===== src/lcdst_pkg.sv =====
// Package for the LCD scan timing block: constants, register indexes and the result type.
`timescale 1ns / 1ps

package lcdst_pkg;

    localparam int unsigned DotW  = 7;
    localparam int unsigned LineW = 8;
    localparam int unsigned CfgIdxW = 2;
    localparam int unsigned CfgDataW = 8;

    localparam logic [DotW-1:0]  DotLast    = 7'd113;
    localparam logic [DotW-1:0]  DotStrobeA = 7'd0;
    localparam logic [DotW-1:0]  DotStrobeB = 7'd7;
    localparam logic [DotW-1:0]  DotStrobeC = 7'd45;
    localparam logic [DotW-1:0]  DotStrobeD = 7'd83;
    localparam logic [LineW-1:0] LineVblank = 8'd144;
    localparam logic [LineW-1:0] LineLast   = 8'd153;

    localparam logic [CfgIdxW-1:0] CfgCompareLine   = 2'd0;
    localparam logic [CfgIdxW-1:0] CfgDisplayEnable = 2'd1;

    typedef struct packed {
        logic [DotW-1:0]  dot_count;
        logic [LineW-1:0] line_count;
        logic             line_match;
        logic             vblank_flag;
        logic             line_end_pulse;
        logic             control_pin;
        logic             flip_pin;
        logic             vsync_pin;
        logic             latch_pin;
    } t_result;

endpackage


===== src/lcdst_timing.sv =====
// Dot and line counters, vertical flags and pin logic, advanced once per accepted item.
`timescale 1ns / 1ps

module lcdst_timing (
    input  logic                          i_clk,
    input  logic                          i_rst_n,
    input  logic                          i_advance,
    input  logic                          i_enable,
    input  logic [lcdst_pkg::LineW-1:0]   i_compare_line,
    input  logic                          i_div7,
    input  logic                          i_div6,
    output lcdst_pkg::t_result            o_result
);

    logic [lcdst_pkg::DotW-1:0]  r_dot,  n_dot;
    logic [lcdst_pkg::LineW-1:0] r_line, n_line;
    logic r_le, n_le, r_del, n_del, r_vb, n_vb, r_fe, n_fe, n_strobe;
    logic r_lpar, n_lpar, r_fpar, n_fpar, r_vsync, n_vsync, n_match;

    always_comb begin
        n_match  = (r_line == i_compare_line);
        n_dot    = '0;
        n_line   = '0;
        n_le     = 1'b0;
        n_del    = 1'b0;
        n_vb     = 1'b0;
        n_fe     = 1'b0;
        n_strobe = 1'b0;
        n_lpar   = 1'b0;
        n_fpar   = 1'b0;
        n_vsync  = 1'b0;
        if (i_enable) begin
            n_le  = (r_dot == lcdst_pkg::DotLast);
            n_del = r_le;
            n_vb  = r_vb;
            n_fe  = r_fe;
            // Vertical flags are sampled on the rise of the delayed line end.
            if (n_del && !r_del) begin
                n_vb = (r_line >= lcdst_pkg::LineVblank);
                n_fe = (r_line == lcdst_pkg::LineLast);
            end
            n_strobe = (r_dot == lcdst_pkg::DotStrobeA) || (r_dot == lcdst_pkg::DotStrobeB) ||
                       (r_dot == lcdst_pkg::DotStrobeC) || (r_dot == lcdst_pkg::DotStrobeD);
            n_dot  = n_le ? '0 : r_dot + 1'b1;
            n_line = (n_le && !r_le) ? r_line + 1'b1 : r_line;
            if (n_fe) begin
                n_line = '0;
            end
            n_lpar  = r_lpar ^ (r_le && !n_le);
            n_fpar  = r_fpar ^ (n_vb && !r_vb);
            n_vsync = (r_del && !n_del) ? (n_line == '0) : r_vsync;
        end
    end

    always_ff @(posedge i_clk) begin
        if (!i_rst_n) begin
            r_dot    <= '0;
            r_line   <= '0;
            r_le     <= 1'b0;
            r_del    <= 1'b0;
            r_vb     <= 1'b0;
            r_fe     <= 1'b0;
            r_lpar   <= 1'b0;
            r_fpar   <= 1'b0;
            r_vsync  <= 1'b0;
        end else if (i_advance) begin
            r_dot    <= n_dot;
            r_line   <= n_line;
            r_le     <= n_le;
            r_del    <= n_del;
            r_vb     <= n_vb;
            r_fe     <= n_fe;
            r_lpar   <= n_lpar;
            r_fpar   <= n_fpar;
            r_vsync  <= n_vsync;
        end
    end

    // The result describes the state after this item, so it is taken from the next values.
    // The strobe and match flags are held in the output register of the top level.
    always_comb begin
        o_result.dot_count      = n_dot;
        o_result.line_count     = n_line;
        o_result.line_match     = n_match;
        o_result.vblank_flag    = n_vb;
        o_result.line_end_pulse = n_le;
        o_result.control_pin    = ~(n_strobe | n_le);
        o_result.flip_pin       = i_enable ? (n_lpar ^ n_fpar) : ~i_div7;
        o_result.vsync_pin      = ~n_vsync;
        o_result.latch_pin      = i_enable ? ~n_le : ~i_div6;
    end

endmodule


===== src/lcd_scan_timing_with_line_compare_top.sv =====
// Top level of the LCD scan timing generator with line compare.
`timescale 1ns / 1ps

// Usage notes.
// Each input item is one timing tick and carries the two divider bits, which
// only matter while the display is disabled. An item is accepted at a rising
// edge where i_in_valid is high and o_in_stall is low; each item yields exactly
// one result item carrying the counters, flags and pin levels after that tick.
// The counters and flags are updated at the edge that accepts the item, and
// the result sits in an output register, so o_out_valid rises in the cycle
// after acceptance. One item per cycle is sustained while i_out_stall is low:
// the output register is refilled in the same cycle as it is drained.
// When the receiver raises i_out_stall while a result is held, o_in_stall
// goes high and the held result stays unchanged until it is taken.
// Configuration writes (compare line at index 0, display enable at index 1)
// use i_cfg_valid with o_cfg_ready, which is always high; writes to other
// indexes are ignored. Write them only while the block is idle.
// Synchronous reset clears all counters, flags and both registers, and empties
// the output register; the display then starts disabled.

module lcd_scan_timing_with_line_compare_top (
    input  logic                              i_clk,
    input  logic                              i_rst_n,
    input  logic                              i_in_valid,
    output logic                              o_in_stall,
    input  logic                              i_divider_bit_seven,
    input  logic                              i_divider_bit_six,
    output logic                              o_out_valid,
    input  logic                              i_out_stall,
    output logic [lcdst_pkg::DotW-1:0]        o_dot_count,
    output logic [lcdst_pkg::LineW-1:0]       o_line_count,
    output logic                              o_line_match,
    output logic                              o_vblank_flag,
    output logic                              o_line_end_pulse,
    output logic                              o_control_pin,
    output logic                              o_flip_pin,
    output logic                              o_vsync_pin,
    output logic                              o_latch_pin,
    input  logic                              i_cfg_valid,
    output logic                              o_cfg_ready,
    input  logic [lcdst_pkg::CfgIdxW-1:0]     i_cfg_index,
    input  logic [lcdst_pkg::CfgDataW-1:0]    i_cfg_data
);

    logic [lcdst_pkg::LineW-1:0] r_compare_line;
    logic                        r_display_enable;
    logic                        r_out_valid;
    lcdst_pkg::t_result          r_out;
    lcdst_pkg::t_result          w_result;
    logic                        w_accept;

    assign o_cfg_ready = 1'b1;

    // Configuration registers.
    always_ff @(posedge i_clk) begin
        if (!i_rst_n) begin
            r_compare_line   <= '0;
            r_display_enable <= 1'b0;
        end else if (i_cfg_valid) begin
            case (i_cfg_index)
                lcdst_pkg::CfgCompareLine: begin
                    r_compare_line <= i_cfg_data[lcdst_pkg::LineW-1:0];
                end
                lcdst_pkg::CfgDisplayEnable: begin
                    r_display_enable <= i_cfg_data[0];
                end
                default: begin
                end
            endcase
        end
    end

    // The input side only waits when a held result cannot leave this cycle.
    assign o_in_stall = r_out_valid & i_out_stall;
    assign w_accept   = i_in_valid & ~o_in_stall;

    lcdst_timing u_timing (
        .i_clk          (i_clk),
        .i_rst_n        (i_rst_n),
        .i_advance      (w_accept),
        .i_enable       (r_display_enable),
        .i_compare_line (r_compare_line),
        .i_div7         (i_divider_bit_seven),
        .i_div6         (i_divider_bit_six),
        .o_result       (w_result)
    );

    // Output register: loaded on every accepted item, emptied when taken.
    always_ff @(posedge i_clk) begin
        if (!i_rst_n) begin
            r_out_valid <= 1'b0;
        end else if (w_accept) begin
            r_out_valid <= 1'b1;
        end else if (!i_out_stall) begin
            r_out_valid <= 1'b0;
        end
    end

    always_ff @(posedge i_clk) begin
        if (w_accept) begin
            r_out <= w_result;
        end
    end

    assign o_out_valid      = r_out_valid;
    assign o_dot_count      = r_out.dot_count;
    assign o_line_count     = r_out.line_count;
    assign o_line_match     = r_out.line_match;
    assign o_vblank_flag    = r_out.vblank_flag;
    assign o_line_end_pulse = r_out.line_end_pulse;
    assign o_control_pin    = r_out.control_pin;
    assign o_flip_pin       = r_out.flip_pin;
    assign o_vsync_pin      = r_out.vsync_pin;
    assign o_latch_pin      = r_out.latch_pin;

endmodule


===== config.mk =====
export PLATFORM = sky130hd
export DESIGN_NAME = lcd_scan_timing_with_line_compare_top
export DESIGN_NICKNAME = d
export VERILOG_FILES = /design/src/lcdst_pkg.sv /design/src/lcdst_timing.sv /design/src/lcd_scan_timing_with_line_compare_top.sv
export SDC_FILE = /design/constraint.sdc
export NUM_CORES = 1
export LEC_CHECK = 0
export ABC_AREA = 1
export BUFFER_PORTS_ARGS = -buffer_cell sky130_fd_sc_hd__buf_2
export CAP_MARGIN = 20
export CORE_MARGIN = 2
export CORE_UTILIZATION = 40
export CTS_CLUSTER_SIZE = 24
export DETAILED_ROUTE_END_ITERATION = 6
export PLACE_DENSITY = 0.67
export SETUP_SLACK_MARGIN = 0.02
export SLEW_MARGIN = 20
export SYNTH_ARGS = -nofsm -noshare
export SYNTH_HDL_FRONTEND = slang
export SYNTH_HIERARCHICAL = 1
export SYNTH_SLANG_ARGS = --single-unit

===== constraint.sdc =====
create_clock -name i_clk -period 2.4 [get_ports i_clk]
set_input_delay 0.48 -clock i_clk [delete_from_list [all_inputs] [get_ports i_clk]]
set_output_delay 0.48 -clock i_clk [all_outputs]
set_load 0.05 [all_outputs]

* Word-level counts from Yosys, hierarchy flattened
Cells that the tools add are included.
** Operators by class
- Equal/unequal tests :: 8
- Bitwise logic cells :: 12
- Div/mod/pow operators :: 0
- Shifts and indexed selects :: 0
- Reduce and logical (&&, ||, !) cells :: 17
- Multipliers :: 0
- Muxes and demuxes :: 23
- Order comparisons :: 1
- Add/sub/neg operators :: 2
** Operators by type and width (number)
- 8-bit 2-to-1 mux :: 4
- 1-bit 2-to-1 mux :: 17
- 7-bit equality test (second input constant) :: 2
- 7-bit 2-to-1 mux :: 2
- 8-bit by 1-bit adder with 8-bit output (second input constant) :: 1
- 8-bit equality test :: 1
- 8-bit equality test (second input constant) :: 1
- 8-bit >= comparator (second input constant) :: 1
- 8-bit logical NOT :: 1
- 7-bit by 1-bit adder with 7-bit output (second input constant) :: 1
- 7-bit by 3-bit equality test with 1-bit output (second input constant) :: 1
- 7-bit by 6-bit equality test with 1-bit output (second input constant) :: 1
- 7-bit logical NOT :: 1
- 1-bit NOT :: 6
- 1-bit logical AND :: 5
- 1-bit logical NOT :: 4
- 2-bit AND reduction :: 2
- 1-bit logical OR :: 3
- 1-bit bitwise XOR :: 3
- 1-bit bitwise AND :: 2
- 2-bit by 1-bit equality test with 1-bit output (second input constant) :: 1
- 2-bit logical NOT :: 1
- 2-bit by 1-bit != test with 1-bit output (second input constant) :: 1
- 1-bit OR :: 1
** Storage, ports and cells
- Output and inout port bits :: 25
- Register bits after elaboration :: 54
- ROM bits :: 0
- Latch bits :: 0
- Memory bits (writable) :: 0
- Word-level logic and storage cells :: 84
- Memories :: 0
- Input port bits :: 17

* Longest topological paths before layout
Gate-level depths: netlist of run 1.
- Depth after elaboration :: 10
- Gate-level depth with buffers :: 15
- Depth with buffers taken out :: 15

* Modules after synthesis
Netlist of run 1, hierarchy kept.
** By module, submodules not included
- lcdst_timing :: area each 1650.3 um^2, cells each 260, sequential area each 440.4 um^2, times used 1
- lcd_scan_timing_with_line_compare_top :: area each 1136.1 um^2, cells each 91, sequential area each 860.8 um^2, times used 1

* Worst setup path after synthesis of run 1
No wires, ideal clock.
- Path type :: flip-flop to flip-flop
- Start point :: register r_out_valid, in the netlist o_out_valid
- End point :: register u_timing/r_dot[4] (netlist name)
- Data required time :: 2.314 ns
- Setup slack :: -0.486 ns
- Period minus slack after synthesis :: 2.886 ns
- Arrival time :: 2.800 ns
- Library setup time :: 0.086 ns
- Buffers on the path :: 2
- Stages on the path, launching flop included :: 8
- Cells stage by stage :: dfxtp_1 -> nand2_1 -> inv_1 -> nor2_1 -> clkbuf_1 -> clkinv_1 -> clkbuf_1 -> a211oi_1
** On the way
- Word-level cells in the longest chain between the ends :: 3
** Ends and longest elaborated chain
- start, declared :: line lcd_scan_timing_with_line_compare_top.sv:47 : logic r_out_valid;
- start signal, assigned :: line lcd_scan_timing_with_line_compare_top.sv:91 : r_out_valid <= 1'b0;
- start signal, assigned :: line lcd_scan_timing_with_line_compare_top.sv:93 : r_out_valid <= 1'b1;
- start signal, assigned :: line lcd_scan_timing_with_line_compare_top.sv:95 : r_out_valid <= 1'b0;
- 1-bit bitwise AND :: line lcd_scan_timing_with_line_compare_top.sv:74 : assign o_in_stall = r_out_valid & i_out_stall;
- named net o_in_stall :: line lcd_scan_timing_with_line_compare_top.sv:25 : output logic o_in_stall,
- 1-bit NOT :: line lcd_scan_timing_with_line_compare_top.sv:75 : assign w_accept = i_in_valid & ~o_in_stall;
- 1-bit bitwise AND :: line lcd_scan_timing_with_line_compare_top.sv:75
- named net w_accept :: line lcd_scan_timing_with_line_compare_top.sv:50 : logic w_accept;
- end signal, assigned :: line lcdst_timing.sv:67 : r_dot <= n_dot;
- end, declared :: line lcdst_timing.sv:15 : logic [lcdst_pkg::DotW-1:0] r_dot, n_dot;
The timed path passes the listed nets, and every way through them passes these cells.
A chain may end at the register's enable or synchronous reset.

==> results of run 1 <==
-- kinds of logic after synthesis --
group	count (synthesis)	synth area share
buffers and inverters	59	0.0920
xor gates and xnor gates	13	0.0409
DFF	54	0.467
other	1	0.00135
adders and majority gates	6	0.0269
AOI/OAI and AO/OA	53	0.111
and+or+nand+nor	165	0.260
-- report_power, final --
part	internal [W]	total, W	switching (W)	leakage (nW)
clock network	0.000201	0.000484	0.000282	0.0426
logic	0.0000658	0.000243	0.000177	0.727
registers	0.000995	0.00102	0.0000245	0.475
total	0.00126	0.00175	0.000484	1.24
-- worst max-delay path: stages (launching register included) --
cell and delay [ns]:
dfxtp_1 0.43, ha_1 0.22, nand3_1 0.13, nor2_4 0.21
nand2_2 0.12, nand2_1 0.08, nand2_1 0.06, nand2_1 0.08
nand2_1 0.06, nor2_1 0.10, nand2_1 0.05, nand2_1 0.07
nand2_2 0.06
-- through the flow --
step	util	cell area [µm²]	cells	setup WS [ns]
after floorplan	-	2790	351	0.117
after global routing	0.458	3090	464	0.306
after detailed placement	0.446	3010	456	0.518
after global placement	0.446	3010	456	0.585
final	0.458	3090	464	0.493
after CTS	0.458	3090	464	0.504
-- final cells by class --
cell class,instances,area (µm²),share of cell area
clock buffers,6,72.6,0.0235
clock inverters,2,8.76,0.00283
inverters,42,158,0.0510
multi-input cells,238,1240,0.400
flip-flops and latches,54,1300,0.421
well taps,80,100,0.0324
repair buffers,42,215,0.0696
-- metal layers --
layer / vias up / part of all wire
met4: 0 / 0.015
met5: - / 0
met3: 5 / 0.053
met1: 1031 / 0.49
met2: 58 / 0.44
li1: 1187 / -
-- flip-flops by register name, indices dropped and copies added, names as in the netlist --
signal            cells
u_timing/r_fe         1
u_timing/r_vsync      1
o_line_end_pulse      1
o_out_valid           1
r_compare_line        8
u_timing/r_le         1
u_timing/r_vb         1
o_vblank_flag         1
o_vsync_pin           1
o_dot_count           7
o_control_pin         1
o_latch_pin           1
o_line_match          1
o_flip_pin            1
u_timing/r_del        1
o_line_count          8
u_timing/r_lpar       1
r_display_enable      1
u_timing/r_dot        7
u_timing/r_line       8
u_timing/r_fpar       1
-- worst min path at each step --
stage	startpoint	to	slack, ns
2_1_floorplan	u_timing/r_vb	u_timing/r_vb	0.45
3_3_place_gp	u_timing/r_vb	u_timing/r_vb	0.45
3_5_place_dp	u_timing/r_vb	u_timing/r_vb	0.47
4_1_cts	i_cfg_data[0]	r_display_enable	0.44
5_1_grt	i_cfg_data[0]	r_display_enable	0.44
6_report	i_cfg_data[0]	r_display_enable	0.43
-- cell usage in the layout, fill, tap and decap left out, drive strengths merged --
cell type	n
nand2	78
nor2	50
buf	42
inv	41
dfxtp	32
nand3	29
a21oi	29
edfxtp	22
o21ai	13
xnor2	10
ha	6
clkbuf	6
a211oi	5
nand4	4
nor3	3
xor2	3
clkinv	3
a21boi	1
conb	1
nand3b	1
a31oi	1
a221oi	1
o21bai	1
a31o	1
a2bb2oi	1
==> impl_results.md, run 1 <==
- Status: finished, final reports clean
- Final Hold Fails: 0
- Layout area overhead: 11.0%
- Post_cts resized: 0
- Initial DRC count: approximately 180
- Net Count, Synth: ~370
- Top post-synthesis cells by area: edfxtp_1 (24%), dfxtp_1 (23%), nand2_1 (10%), nor2_1 (5.9%), inv_1 (5.1%)
- Global-route wire length before repair: 9520 µm
- Crit path launch: u_timing/r_dot[0]
- Chip Height: 87.5 µm
- Via count: around 2,300
- Later-pin clock latency in the skew report: just over 0.3 ns
- Setup violators final: 0
- Vias per cell: 4.92
- Worst slew margin: 0.630
- Met3 usage: 0.0294
- Most common flop cell mapped by yosys: dfxtp_1
- Post-synth EDFFs: 22
- Area leader, netlist: edfxtp_1
- H-tree depth: 2
- Sum Neg Setup Slack: 0 ns
- Die Wd: 87.5 µm
- Fmax: approximately 520 MHz
- Worst vdd ir: 0.185 mV
- CP Launch Type: register
- Worst Setup Path Type: register to register
- Vias in the first global route: slightly above 2,000
- Gpl congestion: 0.864
- Total track usage: 0.157
- Busiest grt layer: met2
- IO Count: 42
- CTS sink cnt: 54
- Routed len/inst: 11.9 µm
- Syn. warnings: 6
- Tmin final: 1.91 ns
- Worst hold stages: 3
- Setup crit end: o_vsync_pin
- Reg2Reg Setup Slack: 0.49 ns
- CTS buffer count: 5
- Detailed Place HPWL: ~4000 µm
- Hold buffers post-CTS: 0
- Cells after synthesis: 351
- Crit path DAT: ~2.0 ns
- M1 GR Usage: 0.217
- Post-synthesis sequential area ratio: 0.467
- Worst Max-Slew Pin Slew: between 0.5 and 0.6 ns
- Fill count: 683
- Mapped Area: 0.00279 mm²
- Final Skew: approximately 0.0049 ns
- WL final: 5510 µm
- GRT overflow: 0
- Core Rows: 30
- WP data required: 2.46 ns
- RR Startpoint: u_timing/r_dot[0]
- Peak fanout along the critical path: 7
- Post-Syn Area per Cell: roughly 8 µm²
- Overall power: roughly 0.0017 W
- CTS clk-pin slew, worst paths: 0.09 ns
- Port Buffers: 40
- Deepest clock path buffer count: 2
- Synth top cells by count: nand2_1 (75), nor2_1 (44), inv_1 (38)
- Top cell type's share of synthesized area: 0.237
- MaxCap Viol Count: 0
- Setup Buffers After CTS: 0
- Slew Limit Fails: 0
- Global Route met2 Usage: 0.242
- TritonCTS clock tree: built
- Yosys cell types: 36
- Crit path capture type: register
- Initial antenna violation count: 0
- Core Footprint: 0.00676 mm²
- Residual DRC count: 0
- NumNets Final: ~410
- P_leak: approximately 1.2 nW
- Worst r2r dst: o_vsync_pin
- Asr flop ratio synth: 0
- Diodes inserted: 0
- Detailed-router iteration count before antenna repair: 4
- Post-DRT Antenna Nets: 0
- FF-to-FF path depth: 12
- Initial cell density of the core: 0.412
- Synth Register Bits: 54
- Die area: 0.00765 mm²
- Top-count cell post-synth: nand2_1
- RSZ-0062 raised after global routing: no
- Minimum hold slack: about 0.43 ns
- HP Class: input port to register
- Final period util: 0.795
- Layout cells sized above 1: 0.169
- Pwr/cell area: 565 mW/mm²
- CTS root buf: clkbuf_8
- Largest net degree at the start of global routing: 48
No activity file was read; power rests on OpenSTA's default activity.
==> run 2: changes to the inputs <==
==> constraint.sdc (replaced) <==
create_clock -name i_clk -period 1.57 [get_ports i_clk]
set_input_delay 0.314 -clock i_clk [delete_from_list [all_inputs] [get_ports i_clk]]
set_output_delay 0.314 -clock i_clk [all_outputs]
set_load 0.05 [all_outputs]
==> impl_results.md, run 2 (synthesized netlist as in run 1, its figures left out) <==
- Initial antenna violation count: 0
- Layout cells sized above 1: 0.377
- M1 GR Usage: 0.234
- Peak fanout along the critical path: 6
- Placed inst area: between 0.003 and 0.004 mm²
- Core Rows: 30
- CTS clk-pin slew, worst paths: 0.09 ns
- Final period util: 1.13
- P_leak: 1.56 nW
- NumNets Final: 462
- Fill count: 612
- Initial cell density of the core: 0.412
- Setup violators final: 16
- H-tree depth: 2
- Final core utilization: 0.559
- CP Launch Type: register
- Core Footprint: 0.00676 mm²
- Routed len/inst: 12.9 µm
- Detailed Place HPWL: 4380 µm
- Gpl congestion: 0.938
- Reg2Reg Setup Slack: -0.20 ns
- Crit path capture type: register
- Failing checks: setup timing
- Start point of the worst hold path: i_cfg_data[0]
- Place WS: -0.186 ns
- Setup ws final: -0.203 ns
- Die area: about 0.0076 mm²
- WP data required: 1.64 ns
- IO Count: 42
- Vias in the first global route: around 2,200
- HP Class: input port to register
- Crit path DAT: 1.84 ns
- Final Hold Fails: 0
- WL final: 6690 µm
- Total track usage: 0.173
- Commonest cells after routing, fill and taps aside: nand2_1 (65), buf_4 (51), buf_2 (40)
- Deepest clock path buffer count: 2
- Residual DRC count: 0
- CTS sink cnt: 54
- Vias per cell: 4.95
- Via count: 2,575
- Hold endpoint: r_display_enable
- Chip Height: 87.5 µm
- Tmin final: 1.77 ns
- RR Startpoint: u_timing/r_dot[1]
- Fmax: about 560 MHz
- Slew Limit Fails: 0
- Design area: 0.00377 mm²
- Worst r2r dst: o_vsync_pin
- RSZ-0062 raised after global routing: yes
- GRT overflow: 0
- Later-pin clock latency in the skew report: 0.31 ns
- CTS root buf: clkbuf_8
- Final Skew: about 0.0055 ns
- Largest net degree at the start of global routing: 20
- Worst vdd ir: roughly 0.33 mV
- Layout area overhead: 35.5%
- Status: finished, violations left
- Busiest grt layer: met2
- Worst hold stages: 3
- CTS buffer count: 5
- Pwr/cell area: approximately 740 mW/mm²
- MaxCap Viol Count: 0
- Post-DRT Antenna Nets: 0
- Initial DRC count: around 260
- Commonest non-fill, non-tap cell in the layout: nand2_1
- Global-route wire length before repair: 10,300 µm
- Diodes inserted: 0
- Worst Setup Path Type: register to register
- Met3 usage: 0.0370
- Die Wd: 87.5 µm
- TritonCTS clock tree: built
- Detailed-router iteration count before antenna repair: 5
- FF-to-FF path depth: 13
- Port Buffers: 40
- Global Route met2 Usage: 0.277
==> run 2: what timing repair did <==
item                       CTS  global route
pin swaps                    2            16
setup endpoints to repair   23            30
gates resized for setup      9            41
gates cloned                 1             0
buffers inserted             0             7
hold buffers                 0             0
==> run 2: worst max-delay path by stage <==
stage                       start             to  slack, ns
5_1_grt         u_timing/r_dot[1]    o_vsync_pin      -0.35
2_1_floorplan         o_out_valid  u_timing/r_vb      -0.38
6_report        u_timing/r_dot[1]    o_vsync_pin      -0.20
3_5_place_dp    u_timing/r_dot[1]    o_vsync_pin      -0.19
4_1_cts        u_timing/r_line[1]    o_vsync_pin      -0.12
3_3_place_gp    u_timing/r_dot[1]    o_vsync_pin      -0.15
==> run 2: area by class of cell <==
cell class,instances,area [µm²],share of cell area
clock buffer,6,72.6,0.0192
clock inverter,2,10.0,0.00265
timing repair buffer,97,677,0.179
tap,80,100,0.0265
inverter,42,174,0.0461
multi-input combinational,239,1430,0.378
sequential,54,1320,0.348
==> run 2: where the power goes <==
group	total, W	switching (W)	internal (W)
combinational	0.000470	0.000314	0.000156
sequential	0.00155	0.0000314	0.00152
clock	0.000760	0.000449	0.000311
total	0.00278	0.000794	0.00199
==> run 2: layer usage <==
layer	vias up	wire, µm
li1	1302	-
met1	1157	3070
met2	103	3100
met3	13	406
met4	0	118
met5	-	0
==> run 2: critical path: stages, from the launching register on <==
cell and delay [ns]:
dfxtp_2 0.33, inv_2 0.07, ha_4 0.16, nand2_1 0.05, inv_1 0.06, nand3_2 0.09
nor2_4 0.21, nand2_1 0.11, nand3_2 0.11, nand2_2 0.05, nor2_1 0.10, nand2_1 0.06
nand2_1 0.06, nand2_2 0.06
==> run 2: per-stage QoR <==
stage,cells,hold WS [ns],TNS (ns),power [W]
CTS,513,0.250,-0.609,0.00279
finish,520,0.258,-1.59,0.00278
global route,520,0.275,-3.45,0.00291
floorplan,351,0.444,-8.43,0.00190
detailed placement,504,0.465,-1.06,0.00203
global placement,504,0.453,-0.851,0.00202
==> run 3: changes to the inputs <==
--- a/config.mk
+++ b/config.mk
@@ -5,14 +5,13 @@
 export SDC_FILE = /design/constraint.sdc
 export NUM_CORES = 1
 export LEC_CHECK = 0
-export ABC_AREA = 1
 export BUFFER_PORTS_ARGS = -buffer_cell sky130_fd_sc_hd__buf_2
 export CAP_MARGIN = 20
 export CORE_MARGIN = 2
 export CORE_UTILIZATION = 40
 export CTS_CLUSTER_SIZE = 24
 export DETAILED_ROUTE_END_ITERATION = 6
-export PLACE_DENSITY = 0.67
+export PLACE_DENSITY = 0.66
 export SETUP_SLACK_MARGIN = 0.02
 export SLEW_MARGIN = 20
 export SYNTH_ARGS = -nofsm -noshare
==> impl_results.md, run 3 <==
- Synth top cells by count: nand2_1 (37), dfxtp_1 (32), edfxtp_1 (22)
- P_leak: around 1.6 nW
- Later-pin clock latency in the skew report: 0.31 ns
- Post-synthesis sequential area ratio: 0.447
- Mapped Area: 0.00291 mm²
- Crit path capture type: register
- Layout cells sized above 1: 0.482
- Die area: 0.00798 mm²
- Global-route wire length before repair: 10,600 µm
- WL final: 7230 µm
- HP Class: input port to register
- CTS root buf: clkbuf_8
- Residual DRC count: 0
- Finished Layout Cells: between 400 and 500
- Total track usage: 0.173
- Net Count, Synth: 320
- Initial cell density of the core: 0.408
- Deepest clock path buffer count: 2
- CP Launch Type: register
- Post-Syn Area per Cell: between 9 and 10 µm²
- Asr flop ratio synth: 0
- FF-to-FF path depth: 8
- Detailed-router iteration count before antenna repair: 4
- Layout area overhead: 42.1%
- Commonest cells after routing, fill and taps aside: buf_4 (52), buf_2 (40), nand2_1 (33)
- Final Hold Fails: 0
- Setup violators final: 28
- Pwr/cell area: 641 mW/mm²
- WP data required: ~1.8 ns
- Setup ws final: -0.278 ns
- Top post-synthesis cells by area: edfxtp_1 (23%), dfxtp_1 (22%), mux2i_1 (6.5%), xnor2_1 (4.8%), nand2_1 (4.8%)
- Worst Setup Path Type: register to register
- Routed len/inst: approximately 15 µm
- H-tree depth: 2
- Detailed Place HPWL: 4780 µm
- Yosys cell types: 52
- Vias per cell: just over 5
- Final period util: 1.18
- Initial antenna violation count: 0
- CTS buffer count: 5
- Area leader, netlist: edfxtp_1
- Vias in the first global route: 2,231
- Top-count cell post-synth: nand2_1
- CTS sink cnt: 54
- Crit path DAT: 2.09 ns
- Largest net degree at the start of global routing: 19
- Worst vdd ir: 0.292 mV
- Syn. warnings: 6
- Fill count: between 600 and 700
- Diodes inserted: 0
- Fmax: 541 MHz
- Gpl congestion: between 0.9 and 1
- GRT overflow: 0
- IO Count: 42
- CTS clk-pin slew, worst paths: 0.09 ns
- MaxCap Viol Count: 0
- RSZ-0062 raised after global routing: yes
- Hold endpoint: r_compare_line[6]
- RR Startpoint: u_timing/r_line[1]
- Placed cells: approximately 470
- Synth Register Bits: 54
- Tmin final: 1.85 ns
- Reg2Reg Setup Slack: -0.28 ns
- Post-synth EDFFs: 22
- Status: finished, violations left
- Via count: 2,462
- Core Rows: 31
- Overall power: 0.00265 W
- NumNets Final: 408
- Cells after synthesis: 297
- Peak fanout along the critical path: 3
- Worst r2r dst: u_timing/r_line[4]
- Port Buffers: 40
- Slew Limit Fails: 0
- Final Skew: 0.00709 ns
- Most common flop cell mapped by yosys: dfxtp_1
- Chip Height: 89.3 µm
- Final core utilization: 0.580
- Initial DRC count: 155
- Die Wd: 89.3 µm
- TritonCTS clock tree: built
- Top cell type's share of synthesized area: 0.227
- Commonest non-fill, non-tap cell in the layout: buf_4
- Start point of the worst hold path: i_cfg_data[6]
- Worst hold stages: 3
- Failing checks: setup timing
- Core Footprint: ~0.007 mm²
- Post-DRT Antenna Nets: 0
run 3: layer usage:
layer / vias to the layer above / track usage / share of wire
li1: 1189 / - / -
met1: 1184 / 0.215 / 0.42
met2: 71 / 0.298 / 0.51
met3: 18 / 0.0231 / 0.036
met4: 0 / 0.0787 / 0.032
met5: - / 0 / 0
run 3: how the worst max path moves through the flow:
| stage | end | slack (ns) | startpoint |
|---|---|---|---|
| finish | u_timing/r_line[4] | -0.28 | u_timing/r_line[1] |
| global route | o_vsync_pin | -0.36 | u_timing/r_dot[1] |
| CTS | u_timing/r_vsync | -0.23 | u_timing/r_dot[1] |
| detailed placement | o_vsync_pin | -0.25 | u_timing/r_line[1] |
| global placement | u_timing/r_line[4] | -0.21 | u_timing/r_line[1] |
| floorplan | u_timing/r_line[4] | -0.57 | o_out_valid |
run 3: logic make-up after synthesis:
kind of cell    Yosys count  share of synthesized area
mux                      20                     0.0692
fa+ha+maj                 6                     0.0258
buf+inv                  31                     0.0614
compound gates           37                     0.0829
other cells               1                    0.00129
simple gates            123                      0.237
flops                    54                      0.447
xor+xnor                 25                     0.0752
run 3: what timing repair did:
| action | 4_1_cts | 5_1_grt |
|---|---|---|
| buffers inserted | 11 | 6 |
| resized for setup | 34 | 62 |
| gates cloned | 0 | 0 |
| setup endpoints to repair | 33 | 36 |
| hold buffers | 0 | 0 |
| pin swaps | 13 | 19 |
run 3: final cells by class:
cell class              count  area [µm²]  area share
clock buffers               7        86.3      0.0209
clock inverters             1        5.00     0.00121
inverters                   6        27.5     0.00665
multi-input cells         212        1800       0.435
flip-flops and latches     54        1330       0.321
well taps                  99         124      0.0299
repair buffers            106         769       0.186
run 3: report_power, final:
group / switching (W) / internal [W] / total (W)
logic: 0.000236 / 0.000113 / 0.000349
clock network: 0.000443 / 0.000357 / 0.000800
registers: 0.0000119 / 0.00149 / 0.00150
total: 0.000691 / 0.00196 / 0.00265
run 3: worst max-delay path, cell delays in order, from the launching register on:
cell and delay, ns:
dfxtp_2 0.35, inv_2 0.05, ha_4 0.15, nand3_2 0.07
nor4_2 0.04, a211o_1 0.27, or2_4 0.29, or4_4 0.43
a21boi_2 0.14
run 3: metrics by stage:
step	worst slack [ns]	TNS, ns	hold WS [ns]	instance area [µm²]
3_5_place_dp	-0.254	-2.82	0.468	3580
6_report	-0.278	-2.77	0.249	4140
2_1_floorplan	-0.571	-6.11	0.437	2990
5_1_grt	-0.365	-5.14	0.251	4140
4_1_cts	-0.227	-1.59	0.244	3860
3_3_place_gp	-0.210	-1.83	0.460	3580
